===== config.mk =====
export PLATFORM = sky130hd
export DESIGN_NAME = ansi_escape_text_filter
export DESIGN_NICKNAME = d
export VERILOG_FILES = /design/src/rtl/aetf_pkg.sv /design/src/rtl/aetf_front.sv /design/src/rtl/aetf_cmd_queue.sv /design/src/rtl/aetf_back.sv /design/src/rtl/ansi_escape_text_filter.sv
export SDC_FILE = /design/constraint.sdc
export NUM_CORES = 1
export LEC_CHECK = 0
export CORE_ASPECT_RATIO = 0.5
export CORE_MARGIN = 2
export CORE_UTILIZATION = 56
export CTS_CLUSTER_DIAMETER = 60
export DETAILED_ROUTE_END_ITERATION = 8
export DONT_BUFFER_PORTS = 1
export PLACE_DENSITY_LB_ADDON = 0.15
export REMOVE_ABC_BUFFERS = 1
export SLEW_MARGIN = 20
export SYNTH_ARGS = -nofsm -noshare
export SYNTH_HDL_FRONTEND = slang
export SYNTH_SLANG_ARGS = --single-unit

===== constraint.sdc =====
create_clock -name clock -period 31 [get_ports clock]
set_input_delay 0 -clock clock [delete_from_list [all_inputs] [get_ports clock]]
set_output_delay 0 -clock clock [all_outputs]
set_load 0.05 [all_outputs]

===== src/rtl/aetf_pkg.sv =====
// Shared types and character constants of the ANSI escape text filter.
// Used by the front, back, top level and checker; depends on nothing.
package aetf_pkg;

   typedef struct packed {
      logic [7:0] in_byte;
      logic       end_of_chunk;
   } req_type;

   typedef struct packed {
      logic [7:0] out_byte;
      logic [7:0] repeat_count;
      logic       last_result;
   } rsp_type;

   // main body of one command
   typedef enum logic [1:0] {
      BODY_NONE,
      BODY_BYTE,
      BODY_SPACES,
      BODY_DUMP
   } body_kind_type;

   // one classified input byte, expanded later by the back end
   typedef struct packed {
      logic          esc_lead;    // raw ESC first
      logic [1:0]    crlf_pairs;  // 0..2 CR LF pairs
      body_kind_type body_kind;
      logic [7:0]    body_byte;   // plain byte, or space run length
      logic          esc_tail;    // raw ESC at chunk end
   } cmd_type;

   localparam logic [7:0] ESC_CHAR          = 8'd27;
   localparam logic [7:0] CR_CHAR           = 8'd13;
   localparam logic [7:0] LF_CHAR           = 8'd10;
   localparam logic [7:0] TAB_CHAR          = 8'd9;
   localparam logic [7:0] SPACE_CHAR        = 8'd32;
   localparam logic [7:0] PLUS_CHAR         = 8'd43;
   localparam logic [7:0] MINUS_CHAR        = 8'd45;
   localparam logic [7:0] ZERO_CHAR         = 8'd48;
   localparam logic [7:0] NINE_CHAR         = 8'd57;
   localparam logic [7:0] SEMICOLON_CHAR    = 8'd59;
   localparam logic [7:0] OPEN_BRACKET_CHAR = 8'd91;
   localparam logic [7:0] FINAL_LOW         = 8'd65;
   localparam logic [7:0] FINAL_HIGH        = 8'd127;
   localparam logic [7:0] CMD_CURSOR_POS    = 8'd72;  // 'H'
   localparam logic [7:0] CMD_CURSOR_DOWN   = 8'd66;  // 'B'
   localparam logic [7:0] CMD_CURSOR_FWD    = 8'd67;  // 'C'
   localparam logic [7:0] SPACE_LIMIT_RESET = 8'd80;

endpackage


===== src/rtl/aetf_front.sv =====
// Front end: parses raw terminal bytes and classifies each into a command.
// Depends on aetf_pkg.
module aetf_front #(
   parameter int CODE_DEPTH = 18
) (
   input  logic                    clock,
   input  logic                    reset,
   input  logic                    accept,
   input  aetf_pkg::req_type       req,
   input  logic                    csr_write,
   input  logic [7:0]              csr_wdata,
   output logic                    cmd_push,
   output aetf_pkg::cmd_type       cmd,
   output logic [CODE_DEPTH*8-1:0] dump
);

   localparam int IDX_W = $clog2(CODE_DEPTH);
   localparam int CNT_W = $clog2(CODE_DEPTH + 1);

   typedef enum logic [1:0] {
      M_NORMAL,
      M_NEWLINE,
      M_SEQ
   } mode_type;

   mode_type         mode_ff, mode_in;
   logic             esc_ff, esc_in;
   logic [7:0]       store_ff [CODE_DEPTH];
   logic [7:0]       store_in [CODE_DEPTH];
   logic [CNT_W-1:0] count_ff, count_in;
   logic [31:0]      prev_row_ff, prev_row_in;
   logic [31:0]      row_ff, row_in;
   logic [31:0]      col_ff, col_in;
   logic [1:0]       field_ff, field_in;
   logic [1:0]       phase_ff, phase_in;
   logic [7:0]       mag_ff, mag_in;
   logic [7:0]       space_limit_ff;

   logic [7:0]       c;
   logic             handle;
   logic             is_digit;
   logic [31:0]      digit;
   logic [CNT_W-1:0] count_plus;
   logic [11:0]      mag_next;
   logic [31:0]      y_row, x_col;
   logic [7:0]       h_spaces, c_spaces;

   assign c          = req.in_byte;
   assign is_digit   = (c >= aetf_pkg::ZERO_CHAR) && (c <= aetf_pkg::NINE_CHAR);
   assign digit      = {{24{c[7]}}, c} - 32'd48;
   assign count_plus = count_ff + CNT_W'(1);
   assign mag_next   = ({4'd0, mag_ff} << 3) + ({4'd0, mag_ff} << 1) + {8'd0, c[3:0]};

   // cursor position: fields count from one, zero means zero
   assign y_row = (row_ff != 32'd0) ? row_ff - 32'd1 : 32'd0;
   assign x_col = (col_ff != 32'd0) ? col_ff - 32'd1 : 32'd0;

   always_comb begin
      h_spaces = 8'd0;
      if (($signed(y_row) > $signed(prev_row_ff)) && (x_col != 32'd0) && !x_col[31]) begin
         h_spaces = (x_col > {24'd0, space_limit_ff}) ? space_limit_ff : x_col[7:0];
      end
      c_spaces = (mag_ff > space_limit_ff) ? space_limit_ff : mag_ff;
   end

   always_comb begin
      mode_in     = mode_ff;
      esc_in      = esc_ff;
      store_in    = store_ff;
      count_in    = count_ff;
      prev_row_in = prev_row_ff;
      row_in      = row_ff;
      col_in      = col_ff;
      field_in    = field_ff;
      phase_in    = phase_ff;
      mag_in      = mag_ff;
      cmd         = '0;
      cmd.body_kind = aetf_pkg::BODY_NONE;
      handle      = 1'b1;

      if (accept) begin
         if (esc_ff) begin
            esc_in = 1'b0;
            if (c == aetf_pkg::OPEN_BRACKET_CHAR) begin
               handle   = 1'b0;
               mode_in  = M_SEQ;
               count_in = '0;
               row_in   = '0;
               col_in   = '0;
               field_in = '0;
               phase_in = '0;
               mag_in   = '0;
            end else begin
               cmd.esc_lead = 1'b1;
            end
         end

         if (handle) begin
            if ((c == aetf_pkg::CR_CHAR) || (c == aetf_pkg::LF_CHAR)) begin
               if (mode_ff != M_NEWLINE) begin
                  mode_in        = M_NEWLINE;
                  cmd.crlf_pairs = 2'd1;
               end
            end else if (c == aetf_pkg::ESC_CHAR) begin
               esc_in = 1'b1;
            end else if (mode_ff == M_SEQ) begin
               if ((c >= aetf_pkg::FINAL_LOW) && (c <= aetf_pkg::FINAL_HIGH)) begin
                  mode_in = M_NORMAL;
                  case (c)
                     aetf_pkg::CMD_CURSOR_POS: begin
                        cmd.crlf_pairs = (y_row != prev_row_ff) ? 2'd1 : 2'd0;
                        if (h_spaces != 8'd0) begin
                           cmd.body_kind = aetf_pkg::BODY_SPACES;
                           cmd.body_byte = h_spaces;
                        end
                        prev_row_in = y_row;
                     end
                     aetf_pkg::CMD_CURSOR_DOWN: begin
                        cmd.crlf_pairs = 2'd2;
                     end
                     aetf_pkg::CMD_CURSOR_FWD: begin
                        if (c_spaces != 8'd0) begin
                           cmd.body_kind = aetf_pkg::BODY_SPACES;
                           cmd.body_byte = c_spaces;
                        end
                     end
                     default: begin
                     end
                  endcase
               end else begin
                  store_in[count_ff[IDX_W-1:0]] = c;
                  count_in = count_plus;

                  // row;column fields for cursor position
                  if (field_ff < 2'd2) begin
                     if (c == 8'd0) begin
                        field_in = 2'd2;
                     end else if (c == aetf_pkg::SEMICOLON_CHAR) begin
                        field_in = field_ff + 2'd1;
                     end else if (field_ff == 2'd0) begin
                        row_in = (row_ff << 3) + (row_ff << 1) + digit;
                     end else begin
                        col_in = (col_ff << 3) + (col_ff << 1) + digit;
                     end
                  end

                  // atoi-like count for cursor forward
                  case (phase_ff)
                     2'd0: begin
                        if ((c == aetf_pkg::SPACE_CHAR) ||
                            ((c >= aetf_pkg::TAB_CHAR) && (c <= aetf_pkg::CR_CHAR))) begin
                           phase_in = 2'd0;
                        end else if ((c == aetf_pkg::PLUS_CHAR) ||
                                     (c == aetf_pkg::MINUS_CHAR)) begin
                           phase_in = 2'd1;
                        end else if (is_digit) begin
                           mag_in   = {4'd0, c[3:0]};
                           phase_in = 2'd2;
                        end else begin
                           phase_in = 2'd3;
                        end
                     end
                     2'd1, 2'd2: begin
                        if (is_digit) begin
                           mag_in   = (mag_next > 12'd255) ? 8'd255 : mag_next[7:0];
                           phase_in = 2'd2;
                        end else begin
                           phase_in = 2'd3;
                        end
                     end
                     default: begin
                     end
                  endcase

                  // sequence too long: replay it raw
                  if (count_plus == CNT_W'(CODE_DEPTH)) begin
                     cmd.body_kind = aetf_pkg::BODY_DUMP;
                     count_in      = '0;
                     mode_in       = M_NORMAL;
                  end
               end
            end else begin
               if (c != 8'd0) begin
                  cmd.body_kind = aetf_pkg::BODY_BYTE;
                  cmd.body_byte = c;
               end
               mode_in = M_NORMAL;
            end
         end

         if (req.end_of_chunk) begin
            cmd.esc_tail = esc_in;
            mode_in      = M_NORMAL;
            esc_in       = 1'b0;
            count_in     = '0;
            prev_row_in  = 32'hFFFF_FFFF;
            row_in       = '0;
            col_in       = '0;
            field_in     = '0;
            phase_in     = '0;
            mag_in       = '0;
         end
      end
   end

   always_comb begin
      for (int k = 0; k < CODE_DEPTH; k++) begin
         dump[k*8 +: 8] = store_in[k];
      end
   end

   assign cmd_push = accept && (cmd.esc_lead || (cmd.crlf_pairs != 2'd0) ||
                                (cmd.body_kind != aetf_pkg::BODY_NONE) || cmd.esc_tail);

   always_ff @(posedge clock) begin
      if (reset) begin
         mode_ff        <= M_NORMAL;
         esc_ff         <= 1'b0;
         count_ff       <= '0;
         prev_row_ff    <= 32'hFFFF_FFFF;
         row_ff         <= '0;
         col_ff         <= '0;
         field_ff       <= '0;
         phase_ff       <= '0;
         mag_ff         <= '0;
         space_limit_ff <= aetf_pkg::SPACE_LIMIT_RESET;
      end else begin
         mode_ff     <= mode_in;
         esc_ff      <= esc_in;
         count_ff    <= count_in;
         prev_row_ff <= prev_row_in;
         row_ff      <= row_in;
         col_ff      <= col_in;
         field_ff    <= field_in;
         phase_ff    <= phase_in;
         mag_ff      <= mag_in;
         if (csr_write) begin
            space_limit_ff <= csr_wdata;
         end
      end
   end

   always_ff @(posedge clock) begin
      store_ff <= store_in;
   end

endmodule


===== src/rtl/aetf_cmd_queue.sv =====
// Two-entry command queue between front and back ends.
// Generic width; depends on nothing.
module aetf_cmd_queue #(
   parameter int WIDTH = 8
) (
   input  logic             clock,
   input  logic             reset,
   input  logic             push,
   input  logic [WIDTH-1:0] wdata,
   output logic             full,
   input  logic             pop,
   output logic [WIDTH-1:0] rdata,
   output logic             empty
);

   logic [WIDTH-1:0] mem_ff [2];
   logic             wr_ptr_ff, rd_ptr_ff;
   logic [1:0]       count_ff;
   logic             do_push, do_pop;

   assign full    = (count_ff == 2'd2);
   assign empty   = (count_ff == 2'd0);
   assign do_push = push && !full;
   assign do_pop  = pop && !empty;
   assign rdata   = mem_ff[rd_ptr_ff];

   always_ff @(posedge clock) begin
      if (reset) begin
         wr_ptr_ff <= 1'b0;
         rd_ptr_ff <= 1'b0;
         count_ff  <= 2'd0;
      end else begin
         if (do_push) begin
            wr_ptr_ff <= !wr_ptr_ff;
         end
         if (do_pop) begin
            rd_ptr_ff <= !rd_ptr_ff;
         end
         if (do_push && !do_pop) begin
            count_ff <= count_ff + 2'd1;
         end else if (do_pop && !do_push) begin
            count_ff <= count_ff - 2'd1;
         end
      end
   end

   always_ff @(posedge clock) begin
      if (do_push) begin
         mem_ff[wr_ptr_ff] <= wdata;
      end
   end

endmodule


===== src/rtl/aetf_back.sv =====
// Back end: expands the head command into result transactions, one a cycle while
// the output is popped, through a registered output stage. Depends on aetf_pkg.
module aetf_back #(
   parameter int CODE_DEPTH = 18
) (
   input  logic                    clock,
   input  logic                    reset,
   input  logic                    head_valid,
   input  aetf_pkg::cmd_type       head_cmd,
   input  logic [CODE_DEPTH*8-1:0] head_dump,
   output logic                    head_pop,
   output logic                    rsp_empty,
   input  logic                    rsp_pop,
   output aetf_pkg::rsp_type       rsp_data
);

   localparam int IDX_W = $clog2(CODE_DEPTH);

   typedef enum logic [2:0] {
      P_LEAD,
      P_CR,
      P_LF,
      P_BODY,
      P_TAIL,
      P_DONE
   } piece_type;

   // first piece of the command present at or after p
   function automatic piece_type first_from(piece_type p, aetf_pkg::cmd_type c);
      piece_type r;
      r = P_DONE;
      if ((p <= P_TAIL) && c.esc_tail) r = P_TAIL;
      if ((p <= P_BODY) && (c.body_kind != aetf_pkg::BODY_NONE)) r = P_BODY;
      if ((p <= P_CR) && (c.crlf_pairs != 2'd0)) r = P_CR;
      if ((p == P_LEAD) && c.esc_lead) r = P_LEAD;
      return r;
   endfunction

   logic              rsp_valid_ff;
   aetf_pkg::rsp_type rsp_ff;
   logic              started_ff;
   piece_type         piece_ff;
   logic              pair_ff;
   logic [IDX_W-1:0]  idx_ff;

   piece_type         cur_piece, nxt_piece;
   logic              cur_pair, nxt_pair;
   logic [IDX_W-1:0]  cur_idx, nxt_idx;
   aetf_pkg::rsp_type cur_rsp;
   logic              load;

   assign cur_piece = started_ff ? piece_ff : first_from(P_LEAD, head_cmd);
   assign cur_pair  = started_ff ? pair_ff : 1'b0;
   assign cur_idx   = started_ff ? idx_ff : '0;

   always_comb begin
      nxt_piece = P_DONE;
      nxt_pair  = cur_pair;
      nxt_idx   = cur_idx;
      cur_rsp.repeat_count = 8'd1;
      cur_rsp.out_byte     = aetf_pkg::ESC_CHAR;
      case (cur_piece)
         P_LEAD: begin
            nxt_piece = first_from(P_CR, head_cmd);
         end
         P_CR: begin
            cur_rsp.out_byte = aetf_pkg::CR_CHAR;
            nxt_piece        = P_LF;
         end
         P_LF: begin
            cur_rsp.out_byte = aetf_pkg::LF_CHAR;
            if (!cur_pair && (head_cmd.crlf_pairs == 2'd2)) begin
               nxt_piece = P_CR;
               nxt_pair  = 1'b1;
            end else begin
               nxt_piece = first_from(P_BODY, head_cmd);
            end
         end
         P_BODY: begin
            case (head_cmd.body_kind)
               aetf_pkg::BODY_SPACES: begin
                  cur_rsp.out_byte     = aetf_pkg::SPACE_CHAR;
                  cur_rsp.repeat_count = head_cmd.body_byte;
               end
               aetf_pkg::BODY_DUMP: begin
                  cur_rsp.out_byte = head_dump[cur_idx*8 +: 8];
               end
               default: begin
                  cur_rsp.out_byte = head_cmd.body_byte;
               end
            endcase
            if ((head_cmd.body_kind == aetf_pkg::BODY_DUMP) &&
                (cur_idx != IDX_W'(CODE_DEPTH - 1))) begin
               nxt_piece = P_BODY;
               nxt_idx   = cur_idx + IDX_W'(1);
            end else begin
               nxt_piece = first_from(P_TAIL, head_cmd);
            end
         end
         default: begin
            nxt_piece = P_DONE;
         end
      endcase
      cur_rsp.last_result = (nxt_piece == P_DONE);
   end

   assign load      = head_valid && (!rsp_valid_ff || rsp_pop);
   assign head_pop  = load && cur_rsp.last_result;
   assign rsp_empty = !rsp_valid_ff;
   assign rsp_data  = rsp_ff;

   always_ff @(posedge clock) begin
      if (reset) begin
         rsp_valid_ff <= 1'b0;
         started_ff   <= 1'b0;
         piece_ff     <= P_LEAD;
         pair_ff      <= 1'b0;
         idx_ff       <= '0;
      end else if (load) begin
         rsp_valid_ff <= 1'b1;
         rsp_ff       <= cur_rsp;
         started_ff   <= !cur_rsp.last_result;
         piece_ff     <= nxt_piece;
         pair_ff      <= nxt_pair;
         idx_ff       <= nxt_idx;
      end else if (rsp_pop) begin
         rsp_valid_ff <= 1'b0;
      end
   end

endmodule


===== src/rtl/ansi_escape_text_filter.sv =====
// Top level of the ANSI escape text filter: front parser, command queue, back expander.
// Depends on aetf_pkg, aetf_front, aetf_cmd_queue and aetf_back.
//
//   channel   direction  handshake          payload
//   req_      in         req_push/req_full  aetf_pkg::req_type (in_byte, end_of_chunk)
//   rsp_      out        rsp_pop/rsp_empty  aetf_pkg::rsp_type (byte, count, last)
//   csr_      in         csr_write          csr_wdata = space_limit
//
// The front takes one byte per cycle while the two-entry command queue has room.
// The back emits one result transaction per cycle while rsp_pop takes them, so a byte
// with k results holds the back until all k are out: up to 4 for CR LF runs, CODE_DEPTH + 1 for an overflow dump.
// Synchronous reset clears all control state; the sequence store needs no clearing.
// req_full follows the command queue; a stalled rsp_ output register holds its value.
module ansi_escape_text_filter #(
   parameter int CODE_DEPTH = 18
) (
   input  logic              clock,
   input  logic              reset,
   input  logic              req_push,
   output logic              req_full,
   input  aetf_pkg::req_type req_data,
   output logic              rsp_empty,
   input  logic              rsp_pop,
   output aetf_pkg::rsp_type rsp_data,
   input  logic              csr_write,
   input  logic [7:0]        csr_wdata
);

   localparam int CMD_W  = $bits(aetf_pkg::cmd_type);
   localparam int DUMP_W = CODE_DEPTH * 8;
   localparam int Q_W    = CMD_W + DUMP_W;

   logic              accept;
   logic              cmd_push;
   aetf_pkg::cmd_type cmd;
   logic [DUMP_W-1:0] dump;

   logic [Q_W-1:0]    head;
   logic              head_empty;
   logic              head_pop;
   aetf_pkg::cmd_type head_cmd;
   logic [DUMP_W-1:0] head_dump;

   // a byte is taken whenever the queue can take whatever it produces
   assign accept = req_push && !req_full;

   aetf_front #(
      .CODE_DEPTH(CODE_DEPTH)
   ) u_front (
      .clock     (clock),
      .reset     (reset),
      .accept    (accept),
      .req       (req_data),
      .csr_write (csr_write),
      .csr_wdata (csr_wdata),
      .cmd_push  (cmd_push),
      .cmd       (cmd),
      .dump      (dump)
   );

   // command plus snapshot of the sequence store travel together
   aetf_cmd_queue #(
      .WIDTH(Q_W)
   ) u_queue (
      .clock (clock),
      .reset (reset),
      .push  (cmd_push),
      .wdata ({cmd, dump}),
      .full  (req_full),
      .pop   (head_pop),
      .rdata (head),
      .empty (head_empty)
   );

   assign head_cmd  = aetf_pkg::cmd_type'(head[Q_W-1 -: CMD_W]);
   assign head_dump = head[DUMP_W-1:0];

   aetf_back #(
      .CODE_DEPTH(CODE_DEPTH)
   ) u_back (
      .clock      (clock),
      .reset      (reset),
      .head_valid (!head_empty),
      .head_cmd   (head_cmd),
      .head_dump  (head_dump),
      .head_pop   (head_pop),
      .rsp_empty  (rsp_empty),
      .rsp_pop    (rsp_pop),
      .rsp_data   (rsp_data)
   );

endmodule


==> run summary <==
Synthesized area per cell -> 11.29 µm²
Core Util, Final -> 61.81%
Syn. warnings -> 0
Clk pin slew, worst setup/hold paths -> 0.07 ns
Slew headroom -> 22.00%
CTS tree -> built
Clock root buffer -> clkbuf_16
Sw Share -> 25.17%
Pwr dens -> 52.09 mW/mm²
FILL cells -> 4445
Critical path class -> reg -> reg
Antenna Nets Post-Route -> 0
RSZ-0062 raised after global routing -> false
Fin crit share -> 19.83%
Via/cell ratio -> 6.009
Hold Path Origin -> req_data[8]
Htree depth -> 2
Skew final -> 0.03413 ns
Worst hold-check path type -> in -> reg
WL/cell -> 21.12 µm
Commonest non-fill, non-tap cell in the layout -> edfxtp_1
Die Wd -> 338.9 µm
Nets -> 3001
Setup bufs post-CTS -> 0
Total congestion overflow -> 0
Status -> finished, final reports clean
Int Pwr -> 1337 µW
Max VDD drop -> 0.04046 mV
Net Switching -> 449.7 µW
Critical Path Sink Type -> register
Mapped Area -> 0.03141 mm²
Min Clock Period, post-route -> 6.146 ns
Fmax -> 162.7 MHz
Area grow syn2layout -> 9.199%
Final Hold Fails -> 0
Worst EP required -> 31.53 ns
Post-synthesis async set-or-reset flop share -> 0%
# IOs -> 41
DRT Pass-1 Iters -> 5
Critical Path AT -> 6.68 ns
Worst-Margin Slew -> 1.166 ns
Clock buffer count from CTS -> 54
Largest net degree at the start of global routing -> 159
Clock Latency Late Sink -> 0.63 ns
Sequential Power Share -> 52.1%
Setup violators final -> 0
PostCTS Resize Cnt -> 0
Max Cap Viol -> 0
Setup crit start kind -> register
Share of layout cells above drive strength 1 -> 11.60%
Distinct cell type count after synthesis -> 82
Number of global-route vias before repair -> 21.15k
Initial core utilization -> 56.60%
Most frequent cells in the layout -> edfxtp_1 (333), dfxtp_1 (283), inv_1 (256)
Comb power frac -> 10.0%
Number of flops mapped to enable cells by yosys -> 333
Core region area -> 0.05549 mm²
Leak -> 0.01341 µW
Placer congestion estimate -> 0.8986
Port Buffers -> 0
First-pass GRT wire length -> 118000 µm
Setup_tns -> 0 ns
Iteration-0 DRC Markers -> 1898
Hold Buf Count CTS -> 35
Synth Flop Type -> edfxtp_1
Die area -> 0.05811 mm²
Sequential share of the synthesized area -> 49.94%
Maximum fanout along the worst path -> 6
Routed vias -> 21.49k
Final wirelength -> 75530 µm
Max Root-Sink Buffers -> 3
Critical R2R Launch -> u_front.row_ff[4]$_SDFFE_PP0P_
Post-synthesis register bit count -> 617
TritonCTS Sinks -> 617
Row cnt -> 61
Die H -> 171.5 µm
Hpwl dp -> 49770 µm
Cells after Synth -> 2782
Crit path from -> u_front.row_ff[4]$_SDFFE_PP0P_
Initial antenna violation count -> 1
Residual DRC -> 0
Pins Over Slew Limit -> 0
GRT Resource Usage Total -> 26.01%
Clock power frac -> 38.0%
==> cells in the mapped netlist (6+ instances only) <==
cell type | instances | share of area [%]
edfxtp_1 | 333 | 32
dfxtp_1 | 284 | 18
inv_1 | 257 | 3.1
nor2_1 | 221 | 2.6
nand2_1 | 195 | 2.3
ha_1 | 143 | 5.7
o21ai_0 | 143 | 2.3
a21oi_1 | 106 | 1.7
mux2_2 | 103 | 3.7
clkbuf_1 | 88 | 1.1
mux4_2 | 87 | 6.2
xnor2_1 | 79 | 2.2
fa_1 | 60 | 3.8
nor3_1 | 57 | 0.91
nand3_1 | 56 | 0.89
a22oi_1 | 49 | 1.2
o22ai_1 | 49 | 0.98
mux2i_1 | 40 | 1.3
nand4_1 | 32 | 0.64
a21o_1 | 29 | 0.69
nand2b_1 | 24 | 0.48
nor2b_1 | 20 | 0.40
nor4_1 | 19 | 0.38
or3_1 | 19 | 0.38
a211oi_1 | 18 | 0.43
o21a_1 | 18 | 0.43
and3_1 | 17 | 0.34
buf_2 | 16 | 0.25
and2_1 | 14 | 0.28
xor2_1 | 14 | 0.39
a31oi_1 | 12 | 0.24
or2_2 | 12 | 0.24
buf_1 | 11 | 0.13
or4_1 | 11 | 0.26
o31ai_1 | 10 | 0.24
o21bai_1 | 9 | 0.22
nor4b_1 | 8 | 0.22
o211ai_1 | 8 | 0.19
a2111oi_0 | 7 | 0.20
a22o_1 | 7 | 0.20
a311oi_1 | 6 | 0.17
a32oi_1 | 6 | 0.17
o31a_1 | 6 | 0.17
==> metrics by stage <==
stage	area, µm²	hold slack (ns)	worst slack (ns)	power (µW)	instances
after floorplan	30950	0.06907	18.57	1074	2667
after global placement	32090	0.08786	24.76	1112	3441
after detailed placement	32090	0.08994	24.70	1115	3441
after CTS	34280	0.001389	24.67	1796	3574
after global routing	34290	0.03116	24.44	1848	3574
final	34300	0.01046	24.85	1787	3576
==> critical path: stages (launching register included) <==
cell and delay (ns):
dfxtp_1 0.36, or4_1 0.60, or4_1 0.58, nor3_1 0.55, and3b_1 0.30, nand4_1 0.13, xnor2_1 0.17, nor2_1 0.07
ha_1 0.31, nand4_1 0.11, nor4_1 0.75, a311oi_1 0.18, o21ai_0 0.35, o211ai_1 0.14, a2bb2oi_1 0.51, inv_1 0.10
ha_1 0.33, or3_1 0.35, a21oi_1 0.14
==> area by class of cell <==
cell class,instances,area [µm²],area share (%)
Sequential cell,617,15690,45.75
Tap cell,756,945.9,2.758
Timing Repair Buffer,53,568.0,1.656
Antenna cell,2,5.005,0.01459
Clock buffer,75,1530,4.462
Clock inverter,23,255.2,0.7443
Multi-Input combinational cell,1790,14330,41.77
Inverter,260,975.9,2.846
==> sequential cells by signal (all words and copies together), names as in the netlist, 5 cells and up, named ones only <==
register / flops
u_back.idx_ff: 5
u_back.rsp_data: 17
u_front.col_ff: 32
u_front.count_ff: 5
u_front.mag_ff: 8
u_front.prev_row_ff: 32
u_front.row_ff: 32
u_front.space_limit_ff: 8
u_front.store_ff: 144
u_queue.mem_ff: 316
==> metal layers <==
metal  share of wire (%)  wire length, µm  up-vias  GRT usage [%]
li1                    -                -    10124              -
met1                  45            34210    10630          36.17
met2                  47            35130      594          42.88
met3                 5.2             3920      141          3.249
met4                 3.0             2270        0          8.406
met5                   0                0        -              0
==> worst paths after layout <==
path,cells after the start,end,slack (ns)
hold reg to reg,2,u_front.prev_row_ff[24]$_SDFFE_PP1P_,0.48
hold / removal,4,u_front.col_ff[31]$_SDFFE_PP0P_,0.01
setup reg to reg,18,u_queue.count_ff[1]$_SDFFE_PP0P_,24.85
setup / recovery,18,u_queue.count_ff[1]$_SDFFE_PP0P_,24.85
==> cells by family (layout without fill, tap and decap cells) <==
group / after synthesis / in the layout / share of synthesized area (%)
and+or+nand+nor: 731 / 731 / 11.13
adders and majority gates: 203 / 203 / 9.522
DFF: 617 / 617 / 49.94
buffers and inverters: 375 / 411 / 4.546
xor gates and xnor gates: 93 / 93 / 2.594
muxes: 230 / 230 / 11.21
AOI/OAI and AO/OA: 533 / 533 / 11.06
other: 0 / 2 / 0
==> power groups by stage <==
stage / Clock (µW) / Sequential, µW / Combinational [µW]
after floorplan: 0 / 954 / 120
after global placement: 0 / 946 / 165
after detailed placement: 0 / 948 / 166
after CTS: 688 / 930 / 179
after global routing: 721 / 933 / 194
final: 678 / 930 / 178
Note: power is estimated with default switching activity, not from simulation.
